**src/hdl/hspd_pkg.sv**
```systemverilog
// Shared constants and elaboration-time helpers for the separated-parity
// Hamming decoder. No dependencies.
package hspd_pkg;

    // Fixed field widths of the data and check words
    localparam int DATA_W  = 32;
    localparam int CHECK_W = 7;
    localparam int SYN_W   = 7;

    // Number of check bits: smallest r with 2^r >= 2*n+2
    function automatic int check_count(input int n);
        int r;
        r = 0;
        while (r < 16 && (1 << r) < (2 * n + 2)) begin
            r = r + 1;
        end
        return r;
    endfunction

    // Data bits that exist in the word (positions 1..n, capped at DATA_W)
    function automatic logic [DATA_W-1:0] data_mask(input int n);
        logic [DATA_W-1:0] m;
        m = '0;
        for (int j = 0; j < DATA_W; j++) begin
            if (j < n) begin
                m[j] = 1'b1;
            end
        end
        return m;
    endfunction

    // Data bits covered by group parity k: position j+1 has bit k set
    function automatic logic [DATA_W-1:0] grp_mask(input int k, input int n);
        logic [DATA_W-1:0] m;
        m = '0;
        for (int j = 0; j < DATA_W; j++) begin
            if (j < n && (((j + 1) >> k) & 1) == 1) begin
                m[j] = 1'b1;
            end
        end
        return m;
    endfunction

endpackage

```
**src/hdl/hspd_syndrome.sv**
```systemverilog
// Syndrome XOR trees for the separated-parity Hamming decoder.
// Depends on hspd_pkg.
module hspd_syndrome #(
    parameter int DATA_BITS = 32
) (
    input  logic [hspd_pkg::DATA_W-1:0]  i_data,
    input  logic [hspd_pkg::CHECK_W-1:0] i_check,
    output logic [hspd_pkg::SYN_W-1:0]   o_syn
);

    localparam int CHK_BITS = hspd_pkg::check_count(DATA_BITS);
    localparam logic [hspd_pkg::CHECK_W-1:0] CMASK =
        hspd_pkg::CHECK_W'((1 << CHK_BITS) - 1);

    // Group parities: check bit k against every covered data position
    for (genvar k = 0; k < CHK_BITS - 1; k++) begin : g_grp
        localparam logic [hspd_pkg::DATA_W-1:0] GMASK =
            hspd_pkg::grp_mask(k, DATA_BITS);
        assign o_syn[k] = i_check[k] ^ (^(i_data & GMASK));
    end

    // Top syndrome bit: parity over the valid check bits only
    assign o_syn[CHK_BITS-1] = ^(i_check & CMASK);

    // Syndrome bits above the check count stay zero
    for (genvar k = CHK_BITS; k < hspd_pkg::SYN_W; k++) begin : g_zero
        assign o_syn[k] = 1'b0;
    end

endmodule

```
**src/hdl/hamming_separated_parity_decoder_unit.sv**
```systemverilog
// Top level of the separated-parity Hamming single-error-correcting decoder.
// Depends on hspd_pkg and hspd_syndrome.
//
// One codeword beat per clock is accepted while the output is not stalled,
// and one result beat is returned for each, in order. The pipeline has three
// register stages: syndrome XOR trees, the position decode into a one-hot
// flip mask, and the correcting XOR into the output register. Each stage
// holds its own valid bit and advances whenever the stage after it is empty
// or moving, so back-pressure on the output stalls only as far as the
// pipeline is full. Data bits at and above DATA_BITS are ignored on input
// and read as zero on output.
module hamming_separated_parity_decoder_unit #(
    parameter int DATA_BITS = 32
) (
    input  logic        i_clk,
    input  logic        i_rst_n,
    // tdata: [31:0] data_word, [38:32] check_word, [39] zero pad
    input  logic        s_axis_tvalid,
    output logic        s_axis_tready,
    input  logic [39:0] s_axis_tdata,
    // tdata: [31:0] corrected_data, [32] error_found, [39:33] syndrome_value,
    //        [40] data_bit_fixed, [47:41] zero pad
    output logic        m_axis_tvalid,
    input  logic        m_axis_tready,
    output logic [47:0] m_axis_tdata
);

    localparam int DW = hspd_pkg::DATA_W;
    localparam int SW = hspd_pkg::SYN_W;
    localparam logic [DW-1:0] DMASK   = hspd_pkg::data_mask(DATA_BITS);
    localparam logic [SW-1:0] SYN_MAX = SW'(DATA_BITS);

    // Stage ready chain
    logic w_rdy1, w_rdy2, w_rdy3;

    // Stage 1: masked data and syndrome
    logic          r_v1;
    logic [DW-1:0] r_d1;
    logic [SW-1:0] r_s1;
    logic [DW-1:0] w_din;
    logic [SW-1:0] w_syn;

    // Stage 2: flip mask and flags
    logic          r_v2;
    logic [DW-1:0] r_d2;
    logic [DW-1:0] r_m2;
    logic [SW-1:0] r_s2;
    logic          r_fix2;
    logic [DW-1:0] n_m2;

    // Stage 3: output register
    logic          r_v3;
    logic [DW-1:0] r_d3;
    logic [SW-1:0] r_s3;
    logic          r_err3;
    logic          r_fix3;

    assign w_rdy3 = !r_v3 || m_axis_tready;
    assign w_rdy2 = !r_v2 || w_rdy3;
    assign w_rdy1 = !r_v1 || w_rdy2;
    assign s_axis_tready = w_rdy1;

    assign w_din = s_axis_tdata[DW-1:0] & DMASK;

    hspd_syndrome #(
        .DATA_BITS (DATA_BITS)
    ) u_syn (
        .i_data  (w_din),
        .i_check (s_axis_tdata[DW+hspd_pkg::CHECK_W-1:DW]),
        .o_syn   (w_syn)
    );

    // One-hot flip mask: data bit j is wrong when the syndrome equals j+1
    always_comb begin
        for (int j = 0; j < DW; j++) begin
            n_m2[j] = (r_s1 == SW'(j + 1)) && DMASK[j];
        end
    end

    // Valid bits
    always_ff @(posedge i_clk) begin
        if (!i_rst_n) begin
            r_v1 <= 1'b0;
            r_v2 <= 1'b0;
            r_v3 <= 1'b0;
        end else begin
            if (w_rdy1) begin
                r_v1 <= s_axis_tvalid;
            end
            if (w_rdy2) begin
                r_v2 <= r_v1;
            end
            if (w_rdy3) begin
                r_v3 <= r_v2;
            end
        end
    end

    // Payload registers
    always_ff @(posedge i_clk) begin
        if (w_rdy1 && s_axis_tvalid) begin
            r_d1 <= w_din;
            r_s1 <= w_syn;
        end
        if (w_rdy2 && r_v1) begin
            r_d2   <= r_d1;
            r_m2   <= n_m2;
            r_s2   <= r_s1;
            r_fix2 <= (r_s1 != '0) && (r_s1 <= SYN_MAX);
        end
        if (w_rdy3 && r_v2) begin
            r_d3   <= r_d2 ^ r_m2;
            r_s3   <= r_s2;
            r_err3 <= (r_s2 != '0);
            r_fix3 <= r_fix2;
        end
    end

    assign m_axis_tvalid = r_v3;
    assign m_axis_tdata  = {7'b0, r_fix3, r_s3, r_err3, r_d3};

endmodule

```
**config.mk**
```make
export PLATFORM = sky130hd
export DESIGN_NAME = hamming_separated_parity_decoder_unit
export DESIGN_NICKNAME = d
export VERILOG_FILES = /design/src/hdl/hspd_pkg.sv /design/src/hdl/hspd_syndrome.sv /design/src/hdl/hamming_separated_parity_decoder_unit.sv
export SDC_FILE = /design/constraint.sdc
export NUM_CORES = 1
export LEC_CHECK = 0
export BUFFER_PORTS_ARGS = -buffer_cell sky130_fd_sc_hd__buf_2
export CAP_MARGIN = 20
export CORE_UTILIZATION = 35
export DETAILED_ROUTE_END_ITERATION = 12
export MAX_ROUTING_LAYER = met4
export SYNTH_ARGS = -nofsm -noshare
export SYNTH_HDL_FRONTEND = slang
export SYNTH_HIERARCHICAL = 1
export SYNTH_SLANG_ARGS = --single-unit
```
**constraint.sdc**
```tcl
create_clock -name i_clk -period 8.5 [get_ports i_clk]
set_clock_uncertainty 0.1 [all_clocks]
set_input_delay 0.425 -clock i_clk [delete_from_list [all_inputs] [get_ports i_clk]]
set_output_delay 0.425 -clock i_clk [all_outputs]
set_load 0.05 [all_outputs]
```
==> results.yml, run 1 <==
final_layout:
  stdcell_count: 660
  antenna_cells: 0
  utilization_pct: 43.6
  drive_gt1_share_pct: 28.2
  syn_to_final_growth_pct: 21.5
  final_nets: 471
critical_path:
  max_stage_delay_ps: 590
  start_kind: "register"
  cp_max_fo: 6
  required_ps: 7980
  end_kind: "primary output"
  path_class: "register to primary output"
  crit_buf_inv: 1
  arrival_ps: 1750
  cp_cell_sequence: "nor2b_1 > nand3_1 > buf_2"
  cpLargestDelayFamily: "simple AND/OR/NAND/NOR gates"
  critPathSlowestCell: "nor2b_1"
grt:
  grt_max_degree: 73
  antenna_found_initial: 0
  grt_pass1_wl_mm: 15.6
  grtUsageTotal_pct: 12.7
  overflow: 0
  grt_pass1_vias: 2865
routing:
  ant_nets: 0
  vias_per_cell: 4.30
  routed-wl-met2_mm: 5.55
  met3_length_um: 455
  drt_iter0_drc: 162
  m1WireLength_mm: 4.00
  top_layer_used: "met4"
  drtPass1Iterations: 4
  post-route-drc-count: 0
  vias: 2837
  wire_per_inst_um: 15.4
  drt_wl_total_mm: 10.1
sta:
  setup_tns_ps: 0
  max_freq_mhz: 440
  setup_slack_ps: 6230
  rsz0062_at_grt: "no"
  max-slew-margin-rel_pct: 40.7
  worst_pin_slew_ps: 890
  fin_crit_sh_pct: 26.8
  setup_viol: 0
  hold_violations: 0
  min_period_ps: 2270
  final_max_slew_viol_count: 0
synth:
  yosys_most_used_dff: "edfxtp_1"
  synth_commonest_cells: "edfxtp_1, xor2_1, xnor2_1, nor2_1, buf_4"
  ys_types: 30
  synthArstFlopShare_pct: 0
  postSynthCellCount: 327
  avgSynthCellArea_um2: 18.2
  synth_top_area_share_pct: 76.8
  synth_area_leaders: "edfxtp_1, xor2_1, xnor2_1, xnor3_1, nor2_1"
  synth_area_um2: 5950
  synth-seq-cells: 155
  yosysTopAreaCell: "edfxtp_1"
  synth_seq_area_share_pct: 77.8
  yosysWarnings: 6
  post-synth-top-count-cell: "edfxtp_1"
  synth_edf_count: 152
clocking:
  postCtsHoldBufs: 0
  cts_buffer_depth: 2
  cts_num_sinks: 155
  h-tree-depth: 4
  cts_root_buf: "clkbuf_16"
  postCtsSetupBuffers: 0
  cts_tree: "done"
  cts_resized: 0
  worstSkewPairLatency_ps: 410
  cts_inserted_buffers: 17
  path_clk_slew_ps: 60
outcome:
  run_status: "finished clean"
die:
  core-area_um2: 16600
  io_pins: 94
  initial_core_util_pct: 35.9
  die_w_um: 132
  die_height_um: 132
  die_area_um2: 17500
  row_count: 47
power_and_ir_drop:
  p_per_area_nw_per_um2: 269
  p_sw_share_pct: 24.5
  leakage_nw: 2.52
  comb_power_share_pct: 11.2
  power.share.clock_pct: 38.9
  ir_drop_mv: 0.155
  p_seq_share_pct: 49.9
  switchingPower_mw: 0.476
  internal-power_mw: 1.47
hold_path:
  hold_class: "input pin to register"
placed_design:
  placed_cells: 628
  io_buffers: 85
  hpwl_mm: 6.98
  dp_slack_ps: 6350
  gp_congestion: 0.785
run:
  cap_viol_max_count: 0
[logic make-up after synthesis]
| logic type | synth area share (%) |
|---|---|
| AOI/OAI and AO/OA | 0.652 |
| xor gates and xnor gates | 14.7 |
| buffers and inverters | 1.66 |
| DFF | 77.8 |
| other | 0.0631 |
| and+or+nand+nor | 5.18 |
[worst paths after layout]
check / from / to / slack, ps / cells after the start
min: s_axis_tdata[15] / r_d1[15] / 110 / 1
max: m_axis_tvalid / s_axis_tready / 6230 / 3
min reg2reg: r_d1[9] / r_d2[9] / 320 / 0
max reg2reg: m_axis_tvalid / r_d2[0] / 6560 / 3
[cell usage in the layout (no fill, tap or decap), drive strengths merged, types with 3 or more instances in the layout]
| cell type | n |
|---|---|
| inv | 4 |
| edfxtp | 152 |
| nand2b | 7 |
| clkinv | 7 |
| nor3 | 8 |
| xnor2 | 41 |
| dfxtp | 3 |
| nand2 | 5 |
| xnor3 | 5 |
| xor2 | 45 |
| nor2 | 27 |
| conb | 7 |
| nor2b | 3 |
| nand3 | 3 |
| buf | 88 |
| clkbuf | 17 |
| bufinv | 3 |
[layer usage]
| layer | global-route usage [%] | vias up |
|---|---|---|
| met4 | 4.98 | 0 |
| met5 | - | - |
| li1 | - | 1365 |
| met3 | 3.81 | 10 |
| met1 | 13.3 | 1393 |
| met2 | 22.1 | 69 |
[state kept, by name (all words and copies together), names as in the netlist]
signal and cells:
r_d3 32, r_s3 7, r_err3 1, r_m2 32
r_s2 7, r_v1 1, r_v2 1, r_fix2 1
m_axis_tvalid 1, r_fix3 1, r_d2 32, r_d1 32
r_s1 7
[cell type report]
type                            instances  area, µm²
Fill cell                            1491       9360
Tap cell                              220        275
Multi-Input combinational cell        164       1280
Timing Repair Buffer                   88        448
Sequential cell                       155       4620
Clock buffer                           17        425
Inverter                                1       3.75
Clock inverter                         15        171
[power groups by stage]
stage,clock network (mW),logic [mW],registers (mW)
3_5_place_dp,0,0.220,0.986
6_report,0.755,0.218,0.970
4_1_cts,0.775,0.221,0.971
2_1_floorplan,0,0.164,0.982
3_3_place_gp,0,0.217,0.985
5_1_grt,0.801,0.234,0.979
[metrics by stage]
stage | instance area (µm²) | total power, mW | hold WS (ps)
after floorplan | 5970 | 1.15 | 300
after global placement | 6630 | 1.20 | 303
after detailed placement | 6630 | 1.21 | 305
after CTS | 7230 | 1.97 | 94.4
after global routing | 7230 | 2.01 | 89.3
final | 7230 | 1.94 | 114
Power figures use the tool's default switching activity.
==> run 2: changes to the inputs <==
Clock period 8.5 ns to 1.89 ns, I/O delays scaled along.
==> run 2 against run 1 <==
Clock power grew to 3.9 times the previous value. Largest power group unchanged. Sequential power grew to 4.4 times the previous value. Design area up 5.1%. Critical path depth rose by 3. Register-to-register slack worse by 6400 ps. Global-route usage is 0.83 points higher. Highest routed layer unchanged. Die area is the same.
==> results.yml, run 2 (synthesis results as in run 1) <==
grt:
  antenna_found_initial: 0
  grt_use_met2_pct: 22.0
  busiest_layer: "met2"
  use_met3_pct: 3.73
  grt_pass1_vias: 3126
  overflow: 0
  grt_pass1_wl_mm: 16.6
  grtUsageTotal_pct: 13.5
  grt_use_met1_pct: 15.6
  grt_max_degree: 73
routing:
  post-route-drc-count: 0
  ant_nets: 0
  vias: 2995
  vias_per_cell: 4.26
  drtPass1Iterations: 4
  drt_iter0_drc: 107
  drt_wl_total_mm: 10.7
  wire_per_inst_um: 15.3
die:
  die_height_um: 132
  die_w_um: 132
  row_count: 47
  initial_core_util_pct: 35.9
  die_area_um2: 17500
  io_pins: 94
  core-area_um2: 16600
sta:
  setup_viol: 0
  min_period_ps: 1810
  rsz0062_at_grt: "no"
  hold_violations: 0
  fin_crit_sh_pct: 95.6
  final_max_slew_viol_count: 0
  max_freq_mhz: 553
hold_path:
  hold_class: "input pin to register"
power_and_ir_drop:
  p_seq_share_pct: 51.0
  comb_power_share_pct: 14.1
  p_per_area_nw_per_um2: 1110
  p_sw_share_pct: 25.2
  switchingPower_mw: 2.12
  leakage_nw: 2.66
  power.share.clock_pct: 34.9
  ir_drop_mv: 0.660
  internal-power_mw: 6.29
  total_power_mw: 8.40
final_layout:
  fillers: 1480
  final_common_cell: "edfxtp_1"
  final_nets: 514
  multiInputGateArea_um2: 1290
  stdcell_count: 703
  syn_to_final_growth_pct: 27.7
  utilization_pct: 45.8
  final-seq-area_um2: 4630
  antenna_cells: 0
  layout_common_cells: "edfxtp_1, buf_2, xor2_1"
  drive_gt1_share_pct: 26.7
critical_path:
  required_ps: 1960
  arrival_ps: 1880
  start_kind: "input pin"
  end_kind: "register"
  cp_max_fo: 3
  path_class: "input pin to register"
clocking:
  cts_resized: 0
  cts_root_buf: "clkbuf_16"
  cts_buffer_depth: 2
  h-tree-depth: 4
  cts_num_sinks: 155
  postCtsSetupBuffers: 0
  worstSkewPairLatency_ps: 420
  cts_tree: "done"
  path_clk_slew_ps: 60
  cts_inserted_buffers: 17
  postCtsHoldBufs: 37
placed_design:
  hpwl_mm: 7.42
  gp_congestion: 0.756
  placed_cells: 634
  io_buffers: 85
run:
  cap_viol_max_count: 0
outcome:
  run_status: "finished clean"
==> run 2: cell types whose count changed in the layout (fill, tap and decap cells not counted), moves of 3 or more <==
cell	previous run	this run
clkinvlp_4	2	5
buf_4	3	7
dlygate4sd3_1	0	37
bufinv_16	3	0
==> run 2: stage by stage <==
stage | setup WS (ps) | hold WS [ps] | instance area, µm² | TNS, ps
after global routing | 55.8 | 95.3 | 7590 | 0
after global placement | 203 | 201 | 6710 | 0
after detailed placement | 214 | 200 | 6710 | 0
after floorplan | -459 | 93.4 | 6010 | -44450
final | 82.5 | 33.4 | 7590 | 0
after CTS | 120 | 22.1 | 7590 | 0
==> run 2: worst paths after layout <==
check | start | endpoint | slack, ps | depth (start not counted)
hold / removal | s_axis_tdata[35] | r_s1[6] | 30 | 3
hold reg to reg | r_d1[26] | r_d2[26] | 320 | 0
setup reg to reg | r_s1[4] | r_m2[2] | 210 | 3
setup / recovery | s_axis_tdata[13] | r_s1[1] | 80 | 6
==> run 2: layer usage <==
layer / up-vias / routed length [µm]
li1: 1455 / -
met1: 1456 / 4620
met2: 74 / 5430
met3: 10 / 501
met4: 0 / 180
met5: - / 0
==> run 2: area by class of cell <==
class / instances / share of cell area (%)
timing repair buffer: 131 / 11.7
clock buffer: 19 / 5.70
inverter: 1 / 0.0494
tap: 220 / 3.62
sequential: 155 / 60.9
multi-input combinational: 164 / 17.0
clock inverter: 13 / 1.02
==> run 2: power groups by stage <==
stage                     Sequential (mW)  Combinational, mW  Clock [mW]
final                                4.29               1.18        2.93
after global routing                 4.32               1.28        3.14
after CTS                            4.29               1.19        3.00
after detailed placement             4.36               1.13           0
after global placement               4.34               1.13           0
after floorplan                      4.40              0.744           0
==> run 2: worst max-delay path, cell delays in order <==
cell	delay, ps
dlygate4sd3_1	530
buf_2	150
xor2_1	170
xnor2_1	310
xnor3_1	490
xnor2_1	140
